==> src/sv/chained_hash_index_defines.svh <==
// Assertion macros shared by the RTL.
`ifndef CHAINED_HASH_INDEX_DEFINES_SVH
`define CHAINED_HASH_INDEX_DEFINES_SVH

// Same-cycle implication, sampled on clock, off during reset.
`define CHI_ASSERT_NOW(label, ante, cons, msg) \
   label: assert property (@(posedge clock) disable iff (reset) (ante) |-> (cons)) \
      else $error(msg);

// Next-cycle implication, sampled on clock, off during reset.
`define CHI_ASSERT_NEXT(label, ante, cons, msg) \
   label: assert property (@(posedge clock) disable iff (reset) (ante) |=> (cons)) \
      else $error(msg);

`endif

==> src/sv/chi_pkg.sv <==
package chi_pkg;

   localparam int KEY_W      = 64;
   localparam int NUM_KEYS   = 4;
   localparam int ROW_W      = 10;
   localparam int BKT_W      = 11;
   localparam int LINK_W     = ROW_W + 1;
   localparam int KADDR_W    = ROW_W + 2;
   localparam int CNT_W      = ROW_W + 1;
   localparam logic [CNT_W-1:0] MAX_ROWS = CNT_W'(1024);
   localparam logic [3:0] BITS_MIN = 4'd4;
   localparam logic [3:0] BITS_MAX = 4'd11;

   localparam logic [63:0] FNV_BASIS   = 64'd14695981039346656037;
   localparam logic [8:0]  FNV_PRIME_LO = 9'd435;
   localparam int          FNV_PRIME_SH = 40;

   localparam logic [1:0] CSR_KEY_COUNT   = 2'd0;
   localparam logic [1:0] CSR_BUCKET_BITS = 2'd1;

   typedef enum logic [1:0] {
      REQ_INSERT = 2'd0,
      REQ_PROBE  = 2'd1,
      REQ_NEXT   = 2'd2,
      REQ_CLEAR  = 2'd3
   } req_kind_type;

   typedef enum logic [1:0] {
      ST_OK    = 2'd0,
      ST_MISS  = 2'd1,
      ST_FULL  = 2'd2,
      ST_RANGE = 2'd3
   } status_type;

   typedef enum logic [3:0] {
      S_SWEEP,
      S_IDLE,
      S_HASH,
      S_HEAD,
      S_KEY_WR,
      S_WALK,
      S_CMP,
      S_SUCC,
      S_RESP
   } state_type;

   typedef struct packed {
      logic       start;
      logic [1:0] kc_m1;
   } hash_ctl_type;

endpackage

==> src/sv/chi_hash.sv <==
module chi_hash (
   input  logic                                            clock,
   input  logic                                            reset,
   input  chi_pkg::hash_ctl_type                           ctl,
   input  logic [chi_pkg::NUM_KEYS-1:0][chi_pkg::KEY_W-1:0] keys,
   output logic                                            done,
   output logic [63:0]                                     hash
);

   logic        busy_ff, busy_in;
   logic        done_ff, done_in;
   logic [4:0]  cnt_ff, cnt_in;
   logic [1:0]  kc_ff, kc_in;
   logic [63:0] h_ff, h_in;
   logic [63:0] word;
   logic [7:0]  byte_sel;
   logic [63:0] hx;

   always_comb begin
      word     = keys[cnt_ff[4:3]] >> {cnt_ff[2:0], 3'b000};
      byte_sel = word[7:0];
      hx       = h_ff ^ {56'd0, byte_sel};
      busy_in  = busy_ff;
      done_in  = 1'b0;
      cnt_in   = cnt_ff;
      kc_in    = kc_ff;
      h_in     = h_ff;
      if (ctl.start) begin
         busy_in = 1'b1;
         cnt_in  = '0;
         kc_in   = ctl.kc_m1;
         h_in    = chi_pkg::FNV_BASIS;
      end else if (busy_ff) begin
         h_in   = (hx << chi_pkg::FNV_PRIME_SH) + hx * {55'd0, chi_pkg::FNV_PRIME_LO};
         cnt_in = cnt_ff + 5'd1;
         if (cnt_ff == {kc_ff, 3'b111}) begin
            busy_in = 1'b0;
            done_in = 1'b1;
         end
      end
   end

   always_ff @(posedge clock) begin
      if (reset) begin
         busy_ff <= 1'b0;
         done_ff <= 1'b0;
      end else begin
         busy_ff <= busy_in;
         done_ff <= done_in;
      end
      cnt_ff <= cnt_in;
      kc_ff  <= kc_in;
      h_ff   <= h_in;
   end

   assign done = done_ff;
   assign hash = h_ff;

endmodule

==> config.mk <==
export PLATFORM = sky130hd
export DESIGN_NAME = chi_hash
export DESIGN_NICKNAME = d
export VERILOG_FILES = /design/src/sv/chained_hash_index_defines.svh /design/src/sv/chi_pkg.sv /design/src/sv/chi_hash.sv
export SDC_FILE = /design/constraint.sdc
export NUM_CORES = 1
export LEC_CHECK = 0
export BUFFER_PORTS_ARGS = -buffer_cell sky130_fd_sc_hd__clkbuf_2
export CORE_ASPECT_RATIO = 0.5
export CORE_UTILIZATION = 33
export CTS_CLUSTER_DIAMETER = 50
export DETAILED_ROUTE_END_ITERATION = 7
export HOLD_SLACK_MARGIN = 0.1
export SLEW_MARGIN = 25
export SYNTH_ARGS = -nofsm -noshare
export SYNTH_HDL_FRONTEND = slang
export SYNTH_SLANG_ARGS = --single-unit
==> constraint.sdc <==
create_clock -name clock -period 17.8 [get_ports clock]
set_clock_uncertainty 0.2 [all_clocks]
set_input_delay 1.78 -clock clock [delete_from_list [all_inputs] [get_ports clock]]
set_output_delay 1.78 -clock clock [all_outputs]
set_load 0.005 [all_outputs]
== Word-level counts from Yosys, hierarchy flattened ==
Index checks and enable logic that the tools add are counted.

* Register bits after elaboration: 73
* Logic and storage cells: 20
* Output and inout bits: 65
* Bits of input ports: 261

* Eq/ne operators: 1
* Add/subtract/negate cells: 2
* Reduce and logical (&&, ||, !) cells: 1
* Multipliers: 1
* Shifts and indexed selects: 1
* Bitwise operators: 2
* $lt $le $gt $ge: 1
* Mux-type cells: 6

{| class="wikitable"
|+ Operator list
! operator !! count
|-
| 64-bit binary-select mux with 2-bit select || 1
|-
| 64-bit adder || 1
|-
| 64-bit by 9-bit multiplier with 64-bit output, second input constant || 1
|-
| 64-bit 2-to-1 mux || 1
|-
| 64-bit by 6-bit >> shifter with 8-bit output || 1
|-
| 64-bit by 8-bit bitwise XOR with 64-bit output || 1
|-
| 5-bit by 1-bit adder with 5-bit output, second input constant || 1
|-
| 5-bit == test || 1
|-
| 1-bit 2-to-1 mux || 4
|-
| 2-bit by 3-bit less-than comparator with 1-bit output, second input constant || 1
|-
| 3-bit OR reduction || 1
|-
| 1-bit inverter || 1
|}

== Longest topological paths before layout ==
Gate-level depths: netlist (run 1).

* Depth after elaboration: 6
* Depth in mapped cells: 28
* Mapped depth without buffers: 24

== Worst setup path before layout (run 1) ==
No wires, ideal clock.

* Path type: input to register
* Start: input port keys[255] (netlist name)
* End: register h_ff[63], in the netlist hash[63]
* Required time: 17.478 ns
* Arrival: 7.614 ns
* Setup time: 0.122 ns
* Path slack: 9.864 ns
* Path buffers: 1
* Cell stages on the path: 24
* Cell sequence: mux4_2 mux4_2 mux2i_1 xnor2_1 ha_1 clkbuf_1 xor2_1 ha_1 a21oi_1 fa_1 fa_1 inv_1 ha_1 ha_1 a21o_1 a21o_1 a221oi_1 o21ai_1 o21ai_2 o311ai_2 a221oi_2 o221a_4 nor3b_1 a311o_1

* Longest elaborated chain between the ends: 6

{| class="wikitable"
|+ RTL lines
! item !! RTL line !! source
|-
| start, declared || chi_hash.sv:5 || <nowiki>input logic [chi_pkg::NUM_KEYS-1:0][chi_pkg::KEY_W-1:0] keys,</nowiki>
|-
| 64-bit binary-select mux with 2-bit select * || chi_hash.sv:20 || <nowiki>word = keys[cnt_ff[4:3]] >> {cnt_ff[2:0], 3'b000};</nowiki>
|-
| 64-bit 2-to-1 mux (not written as such) * || chi_hash.sv:20 ||
|-
| 64-bit by 6-bit >> shifter with 8-bit output * || chi_hash.sv:20 ||
|-
| 64-bit by 8-bit bitwise XOR with 64-bit output * || chi_hash.sv:22 || <nowiki>hx = h_ff ^ {56'd0, byte_sel};</nowiki>
|-
| 64-bit by 9-bit multiplier with 64-bit output || chi_hash.sv:34 || <nowiki>h_in = (hx << chi_pkg::FNV_PRIME_SH) + hx * {55'd0, chi_pkg::FNV_PRIME_LO};</nowiki>
|-
| 64-bit adder * || chi_hash.sv:34 ||
|-
| end signal, assigned || chi_hash.sv:53 || <nowiki>h_ff <= h_in;</nowiki>
|-
| end, declared || chi_hash.sv:14 || <nowiki>logic [63:0] h_ff, h_in;</nowiki>
|}

Every way passes the cells marked *; elsewhere a longest branch is shown, timed or not. The select of a mux whose other input is x is not followed.
A chain may end at the register's enable or synchronous reset.

== Worst setup path after layout (run 1) ==
* Start: register cnt_ff[3]
* End: register h_ff[60], in the netlist hash[60]

* Longest elaborated chain between the ends: 6

{| class="wikitable"
|+ RTL lines
! item !! RTL line !! source
|-
| start, declared || chi_hash.sv:12 || <nowiki>logic [4:0] cnt_ff, cnt_in;</nowiki>
|-
| start signal, assigned || chi_hash.sv:51 || <nowiki>cnt_ff <= cnt_in;</nowiki>
|-
| 64-bit binary-select mux with 2-bit select * || chi_hash.sv:20 ||
|-
| 64-bit 2-to-1 mux (not written as such) * || chi_hash.sv:20 ||
|-
| 64-bit by 6-bit >> shifter with 8-bit output * || chi_hash.sv:20 ||
|-
| 64-bit by 8-bit bitwise XOR with 64-bit output * || chi_hash.sv:22 ||
|-
| 64-bit by 9-bit multiplier with 64-bit output || chi_hash.sv:34 ||
|-
| 64-bit adder * || chi_hash.sv:34 ||
|}

Marks and branches as above.

==> results of run 1 <==
-- routing by layer --
metal	up-vias	wire length, um	part of all wire (%)	global-route usage, %
met1	6296	22300	43	27.2
met4	2	1500	2.9	6.70
met3	70	3490	6.6	4.71
met2	449	25100	48	35.0
li1	5885	-	-	-
met5	-	14	0.027	1.19
-- worst register-to-register path, cell delays in order (launching register included) --
cell	delay (ns)
dfxtp_4	0.68
buf_4	0.70
mux4_2	0.69
mux4_2	0.51
mux2i_1	0.24
xor2_2	0.52
inv_2	0.14
ha_1	0.37
xor2_1	0.25
ha_1	0.29
fa_1	0.55
fa_1	0.43
ha_1	0.30
ha_1	0.38
a21oi_1	0.25
a31oi_1	0.21
a41o_1	0.37
a21oi_1	0.36
o21ai_1	0.26
a21oi_1	0.51
o21ai_1	0.22
xnor2_1	0.29
o21ai_1	0.09
-- registers in the layout, indices dropped and copies added (netlist names) --
name	cells
busy_ff	1
done	1
cnt_ff	5
hash	64
kc_ff	2
-- Yosys cell counts, types with 31 or more instances --
| cell | instances | area [um2] |
|---|---|---|
| a21o_1 | 43 | 323 |
| a21oi_1 | 90 | 450 |
| buf_4 | 57 | 428 |
| clkbuf_1 | 31 | 116 |
| dfxtp_1 | 71 | 1420 |
| fa_1 | 232 | 4640 |
| ha_1 | 179 | 2240 |
| inv_1 | 311 | 1170 |
| mux2i_1 | 34 | 340 |
| mux4_2 | 80 | 1800 |
| nand2_1 | 55 | 206 |
| nor2_1 | 90 | 338 |
| o21ai_0 | 41 | 205 |
| xnor2_1 | 66 | 578 |
| xor2_1 | 38 | 333 |
-- path summary, 6_finish.rpt --
| check | start | to | slack (ns) | depth (start not counted) |
|---|---|---|---|---|
| hold / removal | hash[60] | hash[60] | 0.32 | 2 |
| setup / recovery | cnt_ff[3] | hash[60] | 8.86 | 22 |
| hold reg to reg | hash[60] | hash[60] | 0.32 | 2 |
| setup reg to reg | cnt_ff[3] | hash[60] | 8.86 | 22 |
-- cells in the final DEF (no fill, tap or decap), types with 3 or more instances in the layout --
cell       instances
o21bai_1           5
a211o_1            9
a211oi_1           4
mux4_2            80
nor3_1            15
ha_1             179
or3_1              5
nor2b_1            6
a31o_2             3
or2_2              8
o21ai_0           41
a21boi_0           4
buf_4              7
a21o_1            43
fa_1             232
nand4_1           27
nor2_1            89
clkbuf_2         325
o21ai_1            7
and2_1             7
o31ai_1            3
clkbuf_16         10
inv_1            311
and3_1             6
a31oi_1           11
nand3_1            9
nand2_1           55
nand2b_1           5
xnor2_1           66
mux2i_1           34
dfxtp_1           68
diode_2            6
o21a_1             6
xor2_1            37
a21oi_1           90
o221ai_1           4
o211ai_1           4
-- cell families after synthesis --
group / after synthesis
xor gates and xnor gates: 104
AOI/OAI and AO/OA: 255
muxes: 115
and+or+nand+nor: 244
adders and majority gates: 411
DFF: 73
buffers and inverters: 432
-- area by class of cell --
| type | count | area (um2) | area share [%] |
|---|---|---|---|
| Tap cell | 638 | 798 | 4.38 |
| Clock inverter | 5 | 60.1 | 0.329 |
| Antenna cell | 6 | 15.0 | 0.0823 |
| Multi-Input combinational cell | 1129 | 12800 | 70.0 |
| Timing Repair Buffer | 332 | 1680 | 9.21 |
| Inverter | 312 | 1170 | 6.42 |
| Clock buffer | 11 | 264 | 1.45 |
| Sequential cell | 73 | 1490 | 8.16 |
-- through the flow --
| step | std cells | worst slack (ns) | hold WS (ns) | util (%) | area [um2] |
|---|---|---|---|---|---|
| after floorplan | 1634 | 9.86 | 0.259 | - | 16100 |
| after global placement | 2484 | 8.47 | 0.307 | 37.7 | 17900 |
| after detailed placement | 2484 | 8.51 | 0.312 | 37.7 | 17900 |
| after CTS | 2500 | 8.74 | 0.322 | 38.4 | 18200 |
| after global routing | 2505 | 8.51 | 0.355 | 38.4 | 18200 |
| final | 2506 | 8.86 | 0.318 | 38.4 | 18200 |
==> results.sh, run 1 <==
export IMPL_cts_buffers=9
export IMPL_path_clk_slew_ns=0.06
export IMPL_place_hpwl_mm=46.8
export IMPL_relSlewSlack_pct=24.2
export IMPL_syn_area_per_cell_um2=9.87
export IMPL_yosys_area_share_xor_xnor_pct=5.65
export IMPL_netlist_cell_type_count=70
export IMPL_io_buffers=325
export IMPL_row_count=56
export IMPL_yosys_warnings=0
export IMPL_post_cts_setup_buffer_count=0
export IMPL_synthMuxAreaShare_pct=13.4
export IMPL_drt_iter0_drc=895
export IMPL_nFillCells=4798
export IMPL_io_pins=326
export IMPL_worstMarginPinSlew_ns=1.13
export IMPL_grt_max_degree=62
export IMPL_core_mm2=0.0475
export IMPL_crit_path_start_kind="flip-flop"
export IMPL_initial_core_util_pct=34.0
export IMPL_cts_repair_resize_count=0
export IMPL_synth_top_family_by_area="adder cells"
export IMPL_clock_latency_ns=0.36
export IMPL_routed_wl_mm=52.5
export IMPL_synth_net_count=2306
export IMPL_grt_remaining_overflow=0
export IMPL_synthAdderAreaFrac_pct=42.7
export IMPL_cts_tree="done"
export IMPL_slowest_stage="buf_4"
export IMPL_holdBufCountCts=0
export IMPL_grt_pass1_vias=13063
export IMPL_nNetsFinal=2529
export IMPL_worstHoldPathType="flip-flop to flip-flop"
export IMPL_cp_buffers_inverters=2
export IMPL_vias_per_cell=5.07
export IMPL_dr_pass1_iters=6
export IMPL_setup_viol=0
export IMPL_cts_root_buffer="clkbuf_16"
export IMPL_rsz0062_at_grt="false"
export IMPL_endpoint_kind="flip-flop"
export IMPL_max_cap_violations=0
export IMPL_globalplace_congestion=0.977
export IMPL_worstPathMaxFanout=41
export IMPL_path_delay_family="adder cells"
export IMPL_htree_levels=3
export IMPL_crit_arrival_ns=8.95
export IMPL_path_class="flip-flop to flip-flop"
export IMPL_grt_usage_pct=21.1
export IMPL_synthesis_area_mm2=0.0161
export IMPL_ant_nets=0
export IMPL_critPathRequiredTime_ns=17.81
export IMPL_vias=12702
export IMPL_tns_ns=0
export IMPL_ys_seq_area_share_pct=9.18
export IMPL_yosys_area_share_simple_pct=7.17
export IMPL_grt_pass1_wl_mm=78.2
export IMPL_fin_crit_ns=8.94
export IMPL_finalHoldViolCount=0
export IMPL_drc_errors=0
export IMPL_syn_inst=1634
export IMPL_cts_buffer_depth=2
export IMPL_max_freq_mhz=112
export IMPL_ys_flop_type="dfxtp_1"
export IMPL_status="complete, no violations"
export IMPL_ys_seq_elements=73
export IMPL_crit_top_cell="ha_1"
export IMPL_cts_sinks=73
export IMPL_drive_gt1_share_pct=24.4
export IMPL_die_w_um=315
export IMPL_async_flop_share_pct=0
export IMPL_cpPeakStageDelay_ns=0.70
export IMPL_synth_compound_area_share_pct=10.2
export IMPL_die_height_um=158
export IMPL_drv_slew=0
export IMPL_dieArea_mm2=0.0498
export IMPL_synth_edf_count=2
export IMPL_post_route_period_util_pct=50.2
export IMPL_worstPathCellList="buf_4 > mux4_2 > mux4_2 > mux2i_1 > xor2_2 > inv_2 > ha_1 > xor2_1 > ha_1 > fa_1 > fa_1 > ha_1 > ha_1 > a21oi_1 > a31oi_1 > a41o_1 > a21oi_1 > o21ai_1 > a21oi_1 > o21ai_1 > xnor2_1 > o21ai_1"
export IMPL_antenna_found_initial=7
export IMPL_synthToLayoutAreaGrowth_pct=13.1
export IMPL_avgRoutedWirePerCell_um=20.9
Power of run 1 is not shown: default switching activity piles up to over one toggle a cycle in this logic, so the estimate is an artifact.
==> run 2: changes to the inputs <==
--- a/config.mk
+++ b/config.mk
@@ -5,6 +5,7 @@
 export SDC_FILE = /design/constraint.sdc
 export NUM_CORES = 1
 export LEC_CHECK = 0
+export ABC_AREA = 1
 export BUFFER_PORTS_ARGS = -buffer_cell sky130_fd_sc_hd__clkbuf_2
 export CORE_ASPECT_RATIO = 0.5
 export CORE_UTILIZATION = 33
==> constraint.sdc (replaced) <==
create_clock -name clock -period 7.3 [get_ports clock]
set_clock_uncertainty 0.2 [all_clocks]
set_input_delay 0.73 -clock clock [delete_from_list [all_inputs] [get_ports clock]]
set_output_delay 0.73 -clock clock [all_outputs]
set_load 0.005 [all_outputs]
==> results.sh, run 2 <==
export IMPL_vias_per_cell=4.80
export IMPL_dpl_cell_area_mm2=0.0208
export IMPL_whs_ns=0.292
export IMPL_setup_viol=0
export IMPL_synthesis_area_mm2=0.0189
export IMPL_synthMostInstantiatedCell="nand2_1"
export IMPL_ant_nets=0
export IMPL_max_cap_violations=0
export IMPL_slowest_stage="fa_1"
export IMPL_max_freq_mhz=151
export IMPL_avgRoutedWirePerCell_um=18.4
export IMPL_synthToLayoutAreaGrowth_pct=11.4
export IMPL_htree_levels=3
export IMPL_initial_core_util_pct=33.7
export IMPL_layout_commonest_cell="nand2_1"
export IMPL_ys_seq_elements=73
export IMPL_holdBufCountCts=0
export IMPL_io_buffers=325
export IMPL_cts_sinks=73
export IMPL_grt_max_degree=64
export IMPL_core_mm2=0.0561
export IMPL_area_sequential_mm2=0.00149
export IMPL_antenna_found_initial=2
export IMPL_die_height_um=171
export IMPL_drc_errors=0
export IMPL_largest_reg_flops=64
export IMPL_synth_edf_count=2
export IMPL_rsz0062_at_grt="false"
export IMPL_finalHoldViolCount=0
export IMPL_crit_path_start_kind="flip-flop"
export IMPL_clock_latency_ns=0.37
export IMPL_crit_arrival_ns=6.69
export IMPL_grt_remaining_overflow=0
export IMPL_cts_root_buffer="clkbuf_16"
export IMPL_postLayoutCellArea_mm2=0.0211
export IMPL_nNetsFinal=3765
export IMPL_io_pins=326
export IMPL_dr_pass1_iters=6
export IMPL_endpoint_kind="flip-flop"
export IMPL_synth_top_area_share_pct=24.6
export IMPL_dieArea_mm2=0.0583
export IMPL_fin_crit_ns=6.62
export IMPL_relSlewSlack_pct=39.0
export IMPL_grt_pass1_vias=18214
export IMPL_crit_top_cell="nand2_1"
export IMPL_final_util_pct=37.5
export IMPL_multiInputGateArea_mm2=0.0142
export IMPL_die_w_um=341
export IMPL_post_route_period_util_pct=90.7
export IMPL_tns_ns=0
export IMPL_ys_flop_type="dfxtp_1"
export IMPL_netlist_cell_type_count=44
export IMPL_worstMarginPinSlew_ns=0.915
export IMPL_drt_iter0_drc=1199
export IMPL_ys_seq_area_share_pct=7.83
export IMPL_yosysTopAreaCell="fa_1"
export IMPL_grt_usage_pct=24.4
export IMPL_final_cell_mix="nand2_1, inv_1, clkbuf_2, nor2_1, fa_1"
export IMPL_cts_buffer_depth=2
export IMPL_cts_tree="done"
export IMPL_grt_pass1_wl_mm=107
export IMPL_yosys_warnings=0
export IMPL_path_clk_slew_ns=0.07
export IMPL_routed_wl_mm=71.1
export IMPL_place_hpwl_mm=60.5
export IMPL_synth_common_cells="nand2_1, inv_1, fa_1, nor2_1, nand3_1"
export IMPL_status="complete, no violations"
export IMPL_cpPeakStageDelay_ns=0.47
export IMPL_vias=18512
export IMPL_post_cts_setup_buffer_count=0
export IMPL_drive_gt1_share_pct=12.7
export IMPL_cts_repair_resize_count=0
export IMPL_cts_buffers=9
export IMPL_syn_inst=2869
export IMPL_synth_net_count=3541
export IMPL_row_count=61
export IMPL_synth_area_top_cells="fa_1, nand2_1, inv_1"
export IMPL_syn_area_per_cell_um2=6.59
export IMPL_nFillCells=6134
export IMPL_critPathRequiredTime_ns=7.37
export IMPL_r2r_setup_slack_ns=0.68
export IMPL_globalplace_congestion=0.998
export IMPL_worstHoldPathType="flip-flop to flip-flop"
export IMPL_async_flop_share_pct=0
export IMPL_drv_slew=0
export IMPL_worstPathMaxFanout=62
export IMPL_path_class="flip-flop to flip-flop"
==> run 2: cell count changes after synthesis, sizes merged, moves of 35 or more <==
cell,change
nor2,+142
a21o,-36
xnor2,-49
mux2i,-35
inv,+307
nand2,+767
o21ai,+76
nand3,+209
mux4,-80
==> run 2: cells by family after synthesis <==
kind of cell | after synthesis | share of synthesized area [%]
simple gates | 1326 | 28.9
buf+inv | 753 | 17.0
fa+ha+maj | 411 | 36.4
compound gates | 254 | 7.49
xor+xnor | 52 | 2.41
flops | 73 | 7.83
==> run 2: per-stage QoR <==
stage          setup slack, ns  instances
2_1_floorplan             2.01       2869
3_3_place_gp             0.799       3838
3_5_place_dp             0.754       3838
4_1_cts                  0.712       3853
5_1_grt                  0.286       3854
6_report                 0.678       3855
==> run 2: critical path, delay by kind of cell, from the launching register on <==
| family | cells | cell delay (ns) |
|---|---|---|
| AND/OR/NAND/NOR | 20 | 2.39 |
| XOR/XNOR | 2 | 0.55 |
| flip-flops | 1 | 0.46 |
| buffers and inverters | 2 | 0.83 |
| adder cells (fa/ha/maj) | 5 | 2.04 |
==> run 2: final timing paths <==
check,start,to,cells past startpoint
worst max-delay path,cnt_ff[3],hash[53],29
worst min-delay path,hash[3],hash[3],2
worst max register to register,cnt_ff[3],hash[53],29
worst min register to register,hash[3],hash[3],2
==> run 2: area by class of cell <==
cell class | count | area share [%]
multi-input cells | 2043 | 67.5
inverters | 621 | 11.1
repair buffers | 345 | 8.43
flip-flops and latches | 73 | 7.07
well taps | 756 | 4.49
clock buffers | 12 | 1.22
clock inverters | 3 | 0.190
diodes | 2 | 0.0238
==> run 2: routing by layer <==
metal	global-route usage, %	vias up	wire length [um]
li1	-	9120	-
met1	31.9	8745	32000
met5	0	-	0
met4	7.27	0	1980
met3	4.16	75	4220
met2	41.2	572	32900
Power of run 2 is left out for the same reason.
